**src/design/dlt_pkg.sv**
```systemverilog
// Shared widths, request and status codes and memory control type for the list table.
package dlt_pkg;

  // Default geometry
  localparam int ELEM_BITS_DEF = 32;
  localparam int DEPTH_DEF     = 16;

  // Fixed field widths of the channels
  localparam int MODE_W = 3;
  localparam int VAL_W  = 32;
  localparam int IDX_W  = 4;
  localparam int ST_W   = 2;
  localparam int POS_W  = 4;
  localparam int CNT_W  = 5;

  // Request modes
  localparam logic [MODE_W-1:0] MODE_FIND = 3'd0;
  localparam logic [MODE_W-1:0] MODE_ADD  = 3'd1;
  localparam logic [MODE_W-1:0] MODE_ADDU = 3'd2;
  localparam logic [MODE_W-1:0] MODE_RMV  = 3'd3;
  localparam logic [MODE_W-1:0] MODE_RMI  = 3'd4;

  // Result status codes
  localparam logic [ST_W-1:0] ST_DONE   = 2'd0;
  localparam logic [ST_W-1:0] ST_ABSENT = 2'd1;
  localparam logic [ST_W-1:0] ST_DUP    = 2'd2;
  localparam logic [ST_W-1:0] ST_FULL   = 2'd3;

  // Memory port strobes
  typedef struct packed {
    logic we;
    logic re;
  } mem_ctl_t;

endpackage

```
**src/design/dlt_if.sv**
```systemverilog
// Request and response channel interfaces of the list table.
interface dlt_req_if import dlt_pkg::*; ();
  logic              valid;
  logic              ready;
  logic [MODE_W-1:0] mode;
  logic [VAL_W-1:0]  value;
  logic [IDX_W-1:0]  index;

  modport source (output valid, mode, value, index, input ready);
  modport sink   (input valid, mode, value, index, output ready);
endinterface

interface dlt_rsp_if import dlt_pkg::*; ();
  logic             valid;
  logic             ready;
  logic [ST_W-1:0]  status;
  logic [POS_W-1:0] position;
  logic [CNT_W-1:0] count;

  modport source (output valid, status, position, count, input ready);
  modport sink   (input valid, status, position, count, output ready);
endinterface

```
**src/design/dlt_mem.sv**
```systemverilog
// Entry storage: one write port, one read port with registered read data.
module dlt_mem import dlt_pkg::*; #(
  parameter int ELEM_BITS = ELEM_BITS_DEF,
  parameter int DEPTH     = DEPTH_DEF,
  localparam int AW       = $clog2(DEPTH)
) (
  input  logic                 clk_i,
  input  mem_ctl_t             ctl_i,
  input  logic [AW-1:0]        waddr_i,
  input  logic [ELEM_BITS-1:0] wdata_i,
  input  logic [AW-1:0]        raddr_i,
  output logic [ELEM_BITS-1:0] rdata_o
);

  logic [ELEM_BITS-1:0] mem_q [DEPTH];
  logic [ELEM_BITS-1:0] rdata_q;

  // Write port
  always_ff @(posedge clk_i) begin
    if (ctl_i.we) begin
      mem_q[waddr_i] <= wdata_i;
    end
  end

  // Read port with registered read data
  always_ff @(posedge clk_i) begin
    if (ctl_i.re) begin
      rdata_q <= mem_q[raddr_i];
    end
  end

  assign rdata_o = rdata_q;

endmodule

```
**src/design/dlt_ctrl.sv**
```systemverilog
// Request sequencer: linear search, append and shift-down over the entry memory.
module dlt_ctrl import dlt_pkg::*; #(
  parameter int ELEM_BITS = ELEM_BITS_DEF,
  parameter int DEPTH     = DEPTH_DEF,
  localparam int AW       = $clog2(DEPTH),
  localparam int CW       = $clog2(DEPTH + 1)
) (
  input  logic                 clk_i,
  input  logic                 rst_ni,
  dlt_req_if.sink              req_i,
  dlt_rsp_if.source            rsp_o,
  output mem_ctl_t             mem_ctl_o,
  output logic [AW-1:0]        mem_waddr_o,
  output logic [ELEM_BITS-1:0] mem_wdata_o,
  output logic [AW-1:0]        mem_raddr_o,
  input  logic [ELEM_BITS-1:0] mem_rdata_i
);

  localparam logic [1:0] S_IDLE  = 2'd0;
  localparam logic [1:0] S_SRCH  = 2'd1;
  localparam logic [1:0] S_SHIFT = 2'd2;
  localparam logic [1:0] S_RESP  = 2'd3;

  localparam int XW = CW + IDX_W;

  // Control state
  logic [1:0]    state_q, state_d;
  logic [CW-1:0] cnt_q, cnt_d;
  logic          pend_q, pend_d;
  logic          ov_q, ov_d;

  // Working and result payload
  logic [MODE_W-1:0]    mode_q, mode_d;
  logic [ELEM_BITS-1:0] val_q, val_d;
  logic [CW-1:0]        ptr_q, ptr_d;
  logic [AW-1:0]        paddr_q, paddr_d;
  logic [AW-1:0]        base_q, base_d;
  logic [ST_W-1:0]      rst_q, rst_d;
  logic [AW-1:0]        rpos_q, rpos_d;
  logic [ST_W-1:0]      ost_q, ost_d;
  logic [AW-1:0]        opos_q, opos_d;
  logic [CW-1:0]        ocnt_q, ocnt_d;

  logic full;
  logic hit;
  logic accept;

  assign full   = (cnt_q == CW'(DEPTH));
  assign hit    = pend_q && (mem_rdata_i == val_q);
  assign accept = req_i.valid && req_i.ready;

  assign req_i.ready    = (state_q == S_IDLE);
  assign rsp_o.valid    = ov_q;
  assign rsp_o.status   = ost_q;
  assign rsp_o.position = POS_W'(opos_q);
  assign rsp_o.count    = CNT_W'(ocnt_q);

  // Sequencer
  always_comb begin
    state_d     = state_q;
    cnt_d       = cnt_q;
    pend_d      = pend_q;
    ov_d        = ov_q;
    mode_d      = mode_q;
    val_d       = val_q;
    ptr_d       = ptr_q;
    paddr_d     = paddr_q;
    base_d      = base_q;
    rst_d       = rst_q;
    rpos_d      = rpos_q;
    ost_d       = ost_q;
    opos_d      = opos_q;
    ocnt_d      = ocnt_q;
    mem_ctl_o   = '0;
    mem_waddr_o = cnt_q[AW-1:0];
    mem_wdata_o = val_q;
    mem_raddr_o = ptr_q[AW-1:0];

    if (ov_q && rsp_o.ready) begin
      ov_d = 1'b0;
    end

    case (state_q)
      S_IDLE: begin
        if (accept) begin
          mode_d = req_i.mode;
          val_d  = ELEM_BITS'(req_i.value);
          ptr_d  = '0;
          pend_d = 1'b0;
          rst_d  = ST_ABSENT;
          rpos_d = '0;
          case (req_i.mode)
            MODE_ADD: begin
              state_d = S_RESP;
              if (full) begin
                rst_d = ST_FULL;
              end else begin
                mem_ctl_o.we = 1'b1;
                mem_wdata_o  = ELEM_BITS'(req_i.value);
                rst_d        = ST_DONE;
                rpos_d       = cnt_q[AW-1:0];
                cnt_d        = cnt_q + CW'(1);
              end
            end
            MODE_FIND, MODE_ADDU, MODE_RMV: begin
              state_d = S_SRCH;
            end
            MODE_RMI: begin
              if (XW'(req_i.index) < XW'(cnt_q)) begin
                base_d  = AW'(req_i.index);
                ptr_d   = CW'(req_i.index) + CW'(1);
                state_d = S_SHIFT;
              end else begin
                state_d = S_RESP;
              end
            end
            default: begin
              state_d = S_RESP;
            end
          endcase
        end
      end

      S_SRCH: begin
        if (hit) begin
          pend_d = 1'b0;
          case (mode_q)
            MODE_FIND: begin
              rst_d   = ST_DONE;
              rpos_d  = paddr_q;
              state_d = S_RESP;
            end
            MODE_ADDU: begin
              rst_d   = ST_DUP;
              state_d = S_RESP;
            end
            MODE_RMV: begin
              base_d  = paddr_q;
              ptr_d   = CW'(paddr_q) + CW'(1);
              state_d = S_SHIFT;
            end
            default: begin
              state_d = S_RESP;
            end
          endcase
        end else if (!pend_q && (ptr_q >= cnt_q)) begin
          // Search ran off the end of the list
          state_d = S_RESP;
          if (mode_q == MODE_ADDU) begin
            if (full) begin
              rst_d = ST_FULL;
            end else begin
              mem_ctl_o.we = 1'b1;
              rst_d        = ST_DONE;
              rpos_d       = cnt_q[AW-1:0];
              cnt_d        = cnt_q + CW'(1);
            end
          end
        end else if (ptr_q < cnt_q) begin
          mem_ctl_o.re = 1'b1;
          pend_d       = 1'b1;
          paddr_d      = ptr_q[AW-1:0];
          ptr_d        = ptr_q + CW'(1);
        end else begin
          pend_d = 1'b0;
        end
      end

      S_SHIFT: begin
        // Write back the entry read last cycle one place lower
        if (pend_q) begin
          mem_ctl_o.we = 1'b1;
          mem_waddr_o  = paddr_q - AW'(1);
          mem_wdata_o  = mem_rdata_i;
        end
        if (ptr_q < cnt_q) begin
          mem_ctl_o.re = 1'b1;
          pend_d       = 1'b1;
          paddr_d      = ptr_q[AW-1:0];
          ptr_d        = ptr_q + CW'(1);
        end else begin
          pend_d = 1'b0;
          if (!pend_q) begin
            cnt_d   = cnt_q - CW'(1);
            rst_d   = ST_DONE;
            rpos_d  = base_q;
            state_d = S_RESP;
          end
        end
      end

      S_RESP: begin
        if (!ov_q || rsp_o.ready) begin
          ov_d    = 1'b1;
          ost_d   = rst_q;
          opos_d  = rpos_q;
          ocnt_d  = cnt_q;
          state_d = S_IDLE;
        end
      end

      default: begin
        state_d = S_IDLE;
      end
    endcase
  end

  // Control registers
  always_ff @(posedge clk_i or negedge rst_ni) begin
    if (!rst_ni) begin
      state_q <= S_IDLE;
      cnt_q   <= '0;
      pend_q  <= 1'b0;
      ov_q    <= 1'b0;
    end else begin
      state_q <= state_d;
      cnt_q   <= cnt_d;
      pend_q  <= pend_d;
      ov_q    <= ov_d;
    end
  end

  // Payload registers
  always_ff @(posedge clk_i) begin
    mode_q  <= mode_d;
    val_q   <= val_d;
    ptr_q   <= ptr_d;
    paddr_q <= paddr_d;
    base_q  <= base_d;
    rst_q   <= rst_d;
    rpos_q  <= rpos_d;
    ost_q   <= ost_d;
    opos_q  <= opos_d;
    ocnt_q  <= ocnt_d;
  end

endmodule

```
**src/design/dedup_list_table_core.sv**
```systemverilog
// Top level of the list table: sequencer and entry memory.
// Add writes the entry on acceptance; find, add unique and remove value search the list,
// a linear search through the single read port, one entry per cycle.
// A removal then shifts later entries down one place, as does remove at index. One item
// at a time; the next is accepted once the result sits in the output register. Reset
// clears count and output valid.
module dedup_list_table_core import dlt_pkg::*; #(
  parameter int ELEM_BITS = ELEM_BITS_DEF,
  parameter int DEPTH     = DEPTH_DEF
) (
  input  logic      clk_i,
  input  logic      rst_ni,
  dlt_req_if.sink   req_i,
  dlt_rsp_if.source rsp_o
);

  localparam int AW = $clog2(DEPTH);

  mem_ctl_t             mem_ctl;
  logic [AW-1:0]        mem_waddr;
  logic [ELEM_BITS-1:0] mem_wdata;
  logic [AW-1:0]        mem_raddr;
  logic [ELEM_BITS-1:0] mem_rdata;

  dlt_ctrl #(
    .ELEM_BITS (ELEM_BITS),
    .DEPTH     (DEPTH)
  ) u_ctrl (
    .clk_i       (clk_i),
    .rst_ni      (rst_ni),
    .req_i       (req_i),
    .rsp_o       (rsp_o),
    .mem_ctl_o   (mem_ctl),
    .mem_waddr_o (mem_waddr),
    .mem_wdata_o (mem_wdata),
    .mem_raddr_o (mem_raddr),
    .mem_rdata_i (mem_rdata)
  );

  dlt_mem #(
    .ELEM_BITS (ELEM_BITS),
    .DEPTH     (DEPTH)
  ) u_mem (
    .clk_i   (clk_i),
    .ctl_i   (mem_ctl),
    .waddr_i (mem_waddr),
    .wdata_i (mem_wdata),
    .raddr_i (mem_raddr),
    .rdata_o (mem_rdata)
  );

endmodule

```
**src/flat_wrapper.sv**
```systemverilog
// flat-port wrapper written by rule: the top's interface ports become plain ports
module dedup_list_table_core_flat import dlt_pkg::*;
#(
  parameter int ELEM_BITS = ELEM_BITS_DEF,
  parameter int DEPTH     = DEPTH_DEF
)
  (clk_i, rst_ni, req_i_valid, req_i_mode, req_i_value, req_i_index, req_i_ready, rsp_o_valid, rsp_o_status, rsp_o_position, rsp_o_count, rsp_o_ready);
  dlt_req_if req_i_i ();
  dlt_rsp_if rsp_o_i ();
  input  logic clk_i;
  input  logic rst_ni;
  input wire logic [$bits(req_i_i.valid)-1:0] req_i_valid;
  input wire logic [$bits(req_i_i.mode)-1:0] req_i_mode;
  input wire logic [$bits(req_i_i.value)-1:0] req_i_value;
  input wire logic [$bits(req_i_i.index)-1:0] req_i_index;
  output wire logic [$bits(req_i_i.ready)-1:0] req_i_ready;
  output wire logic [$bits(rsp_o_i.valid)-1:0] rsp_o_valid;
  output wire logic [$bits(rsp_o_i.status)-1:0] rsp_o_status;
  output wire logic [$bits(rsp_o_i.position)-1:0] rsp_o_position;
  output wire logic [$bits(rsp_o_i.count)-1:0] rsp_o_count;
  input wire logic [$bits(rsp_o_i.ready)-1:0] rsp_o_ready;
  assign req_i_i.valid = req_i_valid;
  assign req_i_i.mode = req_i_mode;
  assign req_i_i.value = req_i_value;
  assign req_i_i.index = req_i_index;
  assign req_i_ready = req_i_i.ready;
  assign rsp_o_valid = rsp_o_i.valid;
  assign rsp_o_status = rsp_o_i.status;
  assign rsp_o_position = rsp_o_i.position;
  assign rsp_o_count = rsp_o_i.count;
  assign rsp_o_i.ready = rsp_o_ready;
  dedup_list_table_core #(.ELEM_BITS(ELEM_BITS), .DEPTH(DEPTH)) u_core (.clk_i(clk_i), .rst_ni(rst_ni), .req_i(req_i_i), .rsp_o(rsp_o_i));
endmodule
```
**config.mk**
```make
export PLATFORM = sky130hd
export DESIGN_NAME = dedup_list_table_core_flat
export DESIGN_NICKNAME = d
export VERILOG_FILES = /design/src/design/dlt_pkg.sv /design/src/design/dlt_if.sv /design/src/design/dlt_mem.sv /design/src/design/dlt_ctrl.sv /design/src/design/dedup_list_table_core.sv /design/src/flat_wrapper.sv
export SDC_FILE = /design/constraint.sdc
export NUM_CORES = 1
export LEC_CHECK = 0
export BUFFER_PORTS_ARGS = -buffer_cell sky130_fd_sc_hd__buf_2
export CORE_MARGIN = 3
export CORE_UTILIZATION = 37
export DETAILED_ROUTE_END_ITERATION = 10
export PLACE_DENSITY = 0.63
export REMOVE_ABC_BUFFERS = 1
export SYNTH_ARGS = -nofsm -noshare
export SYNTH_HDL_FRONTEND = slang
export SYNTH_SLANG_ARGS = --single-unit
```
**constraint.sdc**
```tcl
create_clock -name clk_i -period 12.6 [get_ports clk_i]
set_clock_uncertainty 0.15 [all_clocks]
set_input_delay 1.89 -clock clk_i [delete_from_list [all_inputs] [get_ports clk_i]]
set_output_delay 1.89 -clock clk_i [all_outputs]
set_load 0.01 [all_outputs]
```
[Word level (Yosys, flattened, before mapping)]
Memories as Yosys holds them, arrays and structs flattened. A register that Yosys moved wholly into a read port is not among the register bits.
Index checks and enable logic that the tools add are counted.
Operators by class
  mux-type cells: 85
  add/sub/neg operators: 6
  multiply operators: 0
  shift operators: 0
  bitwise gates (word level): 0
  order comparisons: 3
  reduce and logical (&&, ||, !) cells: 24
  equal/unequal tests: 31
  divide/modulo/power cells: 0
Operator list (count)
  $mux 32: 4
  $mux 4: 20
  $mux 5: 15
  $pmux 32 s2: 1
  $eq 32x32->1: 1
  $mux 2: 15
  $pmux 5 s3: 2
  $mux 1: 18
  $ne 2x2->1 const B: 8
  $pmux 4 s2: 2
  $reduce_and 8->1: 2
  $eq 3x2->1 const B: 4
  $ne 3x3->1 const B: 4
  $pmux 4 s3: 1
  $add 4x1->5 const B: 2
  $add 5x1->5 const B: 2
  $ne 2x1->1 const B: 5
  $ne 3x2->1 const B: 3
  $pmux 2 s2: 2
  $pmux 2 s4: 1
  $reduce_and 7->1: 1
  $logic_not 3->1: 2
  $pmux 1 s3: 2
  $pmux 2 s3: 1
  23 further kinds: 31
Storage, ports and cells
  memory bits (writable): 512
  ROM bits: 0
  output and inout port bits: 13
  register bits: 74
  word-level logic and storage cells: 164
  memories kept: 1
  latch bits: 0
Memory list
  u_core.u_mem.mem_q: words 16, width 32, rd ports 1, clocked after memory_dff 1, write ports 1, line dlt_mem.sv:15  | logic [ELEM_BITS-1:0] mem_q [DEPTH];

[Longest topological paths before layout]
  word-level depth: 8
  depth in mapped cells: 12
  depth with buffers taken out: 10

[Modules after synthesis]
From an unflattened synthesis, not the netlist that was laid out.
Unflattened totals
  cells, all modules: 1286
  area, all modules: 25055.3 sq um
By module, submodules not included
  dlt_mem: cells each 838, times used 1, area an instance 20155.6 sq um, seq. area each 16335.7 sq um
  dlt_ctrl: cells each 448, times used 1, area an instance 4899.7 sq um, seq. area each 2177.1 sq um

[Least setup slack after synthesis]
OpenSTA, ideal clock, no wires.
  path type: input port to flip-flop
  start: input req_i_valid
  end: memory u_core.u_mem.mem_q[5][0] (netlist name) (enable)
  data required time: 11.989 ns
  setup time: 0.461 ns
  slack: 6.173 ns
  data arrival time: 5.816 ns
  cell stages on the path: 7
  path through: and2_1 and3_1 buf_2 nand2b_4 a41oi_4 buf_6 nor3_1
Between the ends
  word-level cells in the longest chain between the ends: 5
RTL lines
  start: declaration: line flat_wrapper.sv:12  | input wire logic [$bits(req_i_i.valid)-1:0] req_i_valid;
  $logic_and 1x1->1: line dlt_ctrl.sv:50  | assign accept = req_i.valid && req_i.ready;
  $mux 1: line dlt_ctrl.sv:85  | if (accept) begin
  $pmux 1 s3: line dlt_ctrl.sv:83  | case (state_q)
  $mux 1: line dlt_mem.sv:20  | if (ctl_i.we) begin
  $mux 1 (implied by the code): line dlt_mem.sv:21  | mem_q[waddr_i] <= wdata_i;
  end: declaration: line dlt_mem.sv:15
Every way passes these cells.

[Final worst setup path]
  start: input req_i_valid
  end: memory u_core.u_mem.mem_q[1][5] (netlist name) (enable)
Same word-level chain as after synthesis.

==> metrics.yaml <==
status:
  status: "completed"
clocking:
  numCtsBuffers: 60
  cts_resized: 0
  cts_root_buf: "clkbuf_16"
  cts_tree: "done"
  clk_path_buf_depth: 3
  htreeDepth: 2
  path_clk_slew_ps: 60
  clk_latency_ps: 640
  post-cts-setup-buffer-count: 0
  ctsHoldBuffers: 0
  clock-sinks: 618
placement:
  portBuffers: 55
  hpwl_um: 29600
  dp.cells: 2068
  gp_congestion: 0.793
worst_setup_path:
  crit_family: "simple AND/OR/NAND/NOR gates"
  critPathBufInv: 3
  crit_arrival_ps: 5610
  critPathLaunchType: "primary input"
  setup.worst_path.class: "in -> reg"
  reg2reg_depth: 9
  crit_path_max_fanout: 36
  cp_common_cell: "buf_4"
  crit_chain: "buf_2 > and2_2 > buf_4 > and3_2 > nand2b_4 > a41oi_4 > nor3_2 > buf_4"
  worstReg2RegStart: "u_core.u_ctrl.state_q[0]"
  critical_path_required_ps: 12680
  reg2reg_to: "u_core.u_mem.mem_q[1][5]"
  cp-end-kind: "flop"
  r2r_slack_ps: 7410
  crit_path_max_incr_delay_ps: 1060
  critPathSlowestCell: "and3_2"
detailed_routing:
  vias: 12148
  routedWlPerCell_um: 26.2
  wl_um: 57100
  drt_pass1_iterations: 5
  ant_nets: 0
  routed_via_density: 5.58
  drt_iter0_markers: 1146
  drcViolationCount: 0
final_layout:
  fin_nets: 1329
  drive_gt1_frac: 0.271
  n_fill_cell: 5646
  layout_commonest_cell: "edfxtp_1"
  layout_common_cells: "edfxtp_1 (609), mux4_2 (160), clkbuf_16 (61), buf_2 (55)"
  final_cells: 2179
  area_growth_pct: 13.3
  diodes: 0
yosys:
  ys_warn_count: 0
  ys_seq_area_frac: 0.745
  synthesis.area_um2: 24900
  avgSynthCellArea_um2: 21.1
  ys.flop_type: "edfxtp_1"
  synth_edf_count: 609
  async_reset_ff_frac: 0.0146
  synth_cell_types: 60
  syn_inst: 1179
  ys_ff_latch: 618
global_routing:
  antenna_found_initial: 0
  grt_overflow: 0
  grt_pass1_wl_um: 84400
  first_global_vias: 12395
  grt.total_usage: 0.163
  grt_start_max_net_pins: 113
floorplanning:
  num_rows: 94
  io-pin-count: 56
  die_w_um: 265
  die_h_um: 265
  initial_core_util: 0.375
  core_area_um2: 66200
  die_area_um2: 70300
min_path:
  hold_path_class: "reg -> reg"
  min-delay-start: "u_core.u_ctrl.rst_q[0]"
  whs_endpoint: "u_core.u_ctrl.rsp_o.status[0]"
  hold_path_depth: 0
sta:
  slew_viol_final: 0
  tightestPinTransition_ps: 1330
  period_share: 0.439
  slew_headroom: 0.110
  fin_crit_ps: 5530
  hold_viol: 0
  rsz0062_at_grt: "no"
  setup_viol: 0
  tns_ps: 0
  clock.fmax_mhz: 181
run:
  cap_viol_max_count: 0
pwr:
  ir_drop_mv: 0.113
  p_leak_nw: 8.98
  power_density_nw_per_um2: 231
kinds of logic after synthesis:
| logic type | Yosys count | share of synthesized area |
|---|---|---|
| buf+inv | 81 | 0.0136 |
| compound gates | 94 | 0.0313 |
| flops | 618 | 0.745 |
| fa+ha+maj | 20 | 0.0104 |
| simple gates | 142 | 0.0316 |
| xor+xnor | 47 | 0.0166 |
| mux | 177 | 0.152 |
how the worst max path moves through the flow:
stage / start / to / slack, ps / depth (start not counted)
after floorplan: u_core.u_ctrl.ptr_q[0] / u_core.u_mem.mem_q[13][0] / 3260 / 8
final: req_i_valid / u_core.u_mem.mem_q[1][5] / 7070 / 8
after global routing: req_i_valid / u_core.u_mem.mem_q[3][5] / 6930 / 8
after CTS: req_i_valid / u_core.u_mem.mem_q[1][5] / 7120 / 8
after detailed placement: req_i_valid / u_core.u_mem.mem_q[1][13] / 6490 / 8
after global placement: req_i_valid / u_core.u_mem.mem_q[1][18] / 6520 / 8
report_power, final:
group | switching [mW] | leakage (nW) | total [mW] | internal (mW)
clock network | 0.747 | 0.911 | 1.72 | 0.973
logic | 1.13 | 2.43 | 1.90 | 0.777
registers | 0.128 | 5.63 | 2.89 | 2.76
total | 2.00 | 8.98 | 6.51 | 4.51
metal layers:
metal  routed length (um)  track usage  up-vias
li1                     -            -     5136
met3                 4300       0.0335       70
met2                27200        0.259      455
met5                    0            0        -
met1                24600        0.234     6487
met4                  932       0.0381        0
registers in the layout, summed over array words and instances (netlist names):
| name | flops |
|---|---|
| u_core.u_ctrl.rsp_o.position | 4 |
| u_core.u_ctrl.rsp_o.count | 5 |
| u_core.u_ctrl.cnt_q | 5 |
| u_core.u_ctrl.rsp_o.valid | 1 |
| u_core.u_ctrl.state_q | 2 |
| u_core.u_ctrl.base_q | 4 |
| u_core.u_ctrl.paddr_q | 4 |
| u_core.u_ctrl.rst_q | 2 |
| u_core.u_ctrl.ptr_q | 5 |
| u_core.u_mem.rdata_o | 32 |
| u_core.u_mem.mem_q | 512 |
| u_core.u_ctrl.val_q | 32 |
| u_core.u_ctrl.pend_q | 1 |
| u_core.u_ctrl.mode_q | 3 |
| u_core.u_ctrl.rsp_o.status | 2 |
| u_core.u_ctrl.rpos_q | 4 |
Yosys cell counts (all sizes together), types with 2 or more instances:
cell,n,share of area
edfxtp,609,0.74
dfrtp,9,0.0091
mux2,5,0.0023
mux4,160,0.14
xnor2,36,0.013
a21o,5,0.0015
ha,19,0.0096
inv,19,0.0029
nor4,4,0.0015
o22ai,2,0.00050
nor2,15,0.0023
xor2,11,0.0039
a221o,36,0.014
a32oi,2,0.00070
o21a,2,0.00060
nand2,24,0.0037
mux2i,12,0.0048
a211oi,2,0.00081
a211o,3,0.0011
nand3,12,0.0024
clkbuf,34,0.0052
nand4,8,0.0023
nor3,23,0.0048
nor2b,2,0.00050
a22o,3,0.0011
o21bai,2,0.00060
and2,4,0.0010
nand2b,9,0.0026
and3,37,0.0093
a21oi,13,0.0028
buf,27,0.0054
o21ai,11,0.0022
a31oi,2,0.00050
through the flow:
stage | utilization | worst slack [ps] | cell area (um2) | hold WS (ps) | total power, mW
floorplan | - | 3260 | 24600 | 250 | 4.35
global placement | 0.397 | 6520 | 26300 | 251 | 4.81
detailed placement | 0.397 | 6490 | 26300 | 255 | 4.85
CTS | 0.426 | 7120 | 28200 | 268 | 6.58
global route | 0.426 | 6930 | 28200 | 276 | 6.82
finish | 0.426 | 7070 | 28200 | 266 | 6.51
final cells by class:
type,count,area [um2],share of cell area
clock buffer,82,1610,0.0570
clock inverter,29,277,0.00981
inverter,20,75.1,0.00266
multi-input combinational,480,6110,0.217
sequential,618,18500,0.657
tap,864,1080,0.0384
timing repair buffer,86,520,0.0185
(Power assumes the default switching activity.)
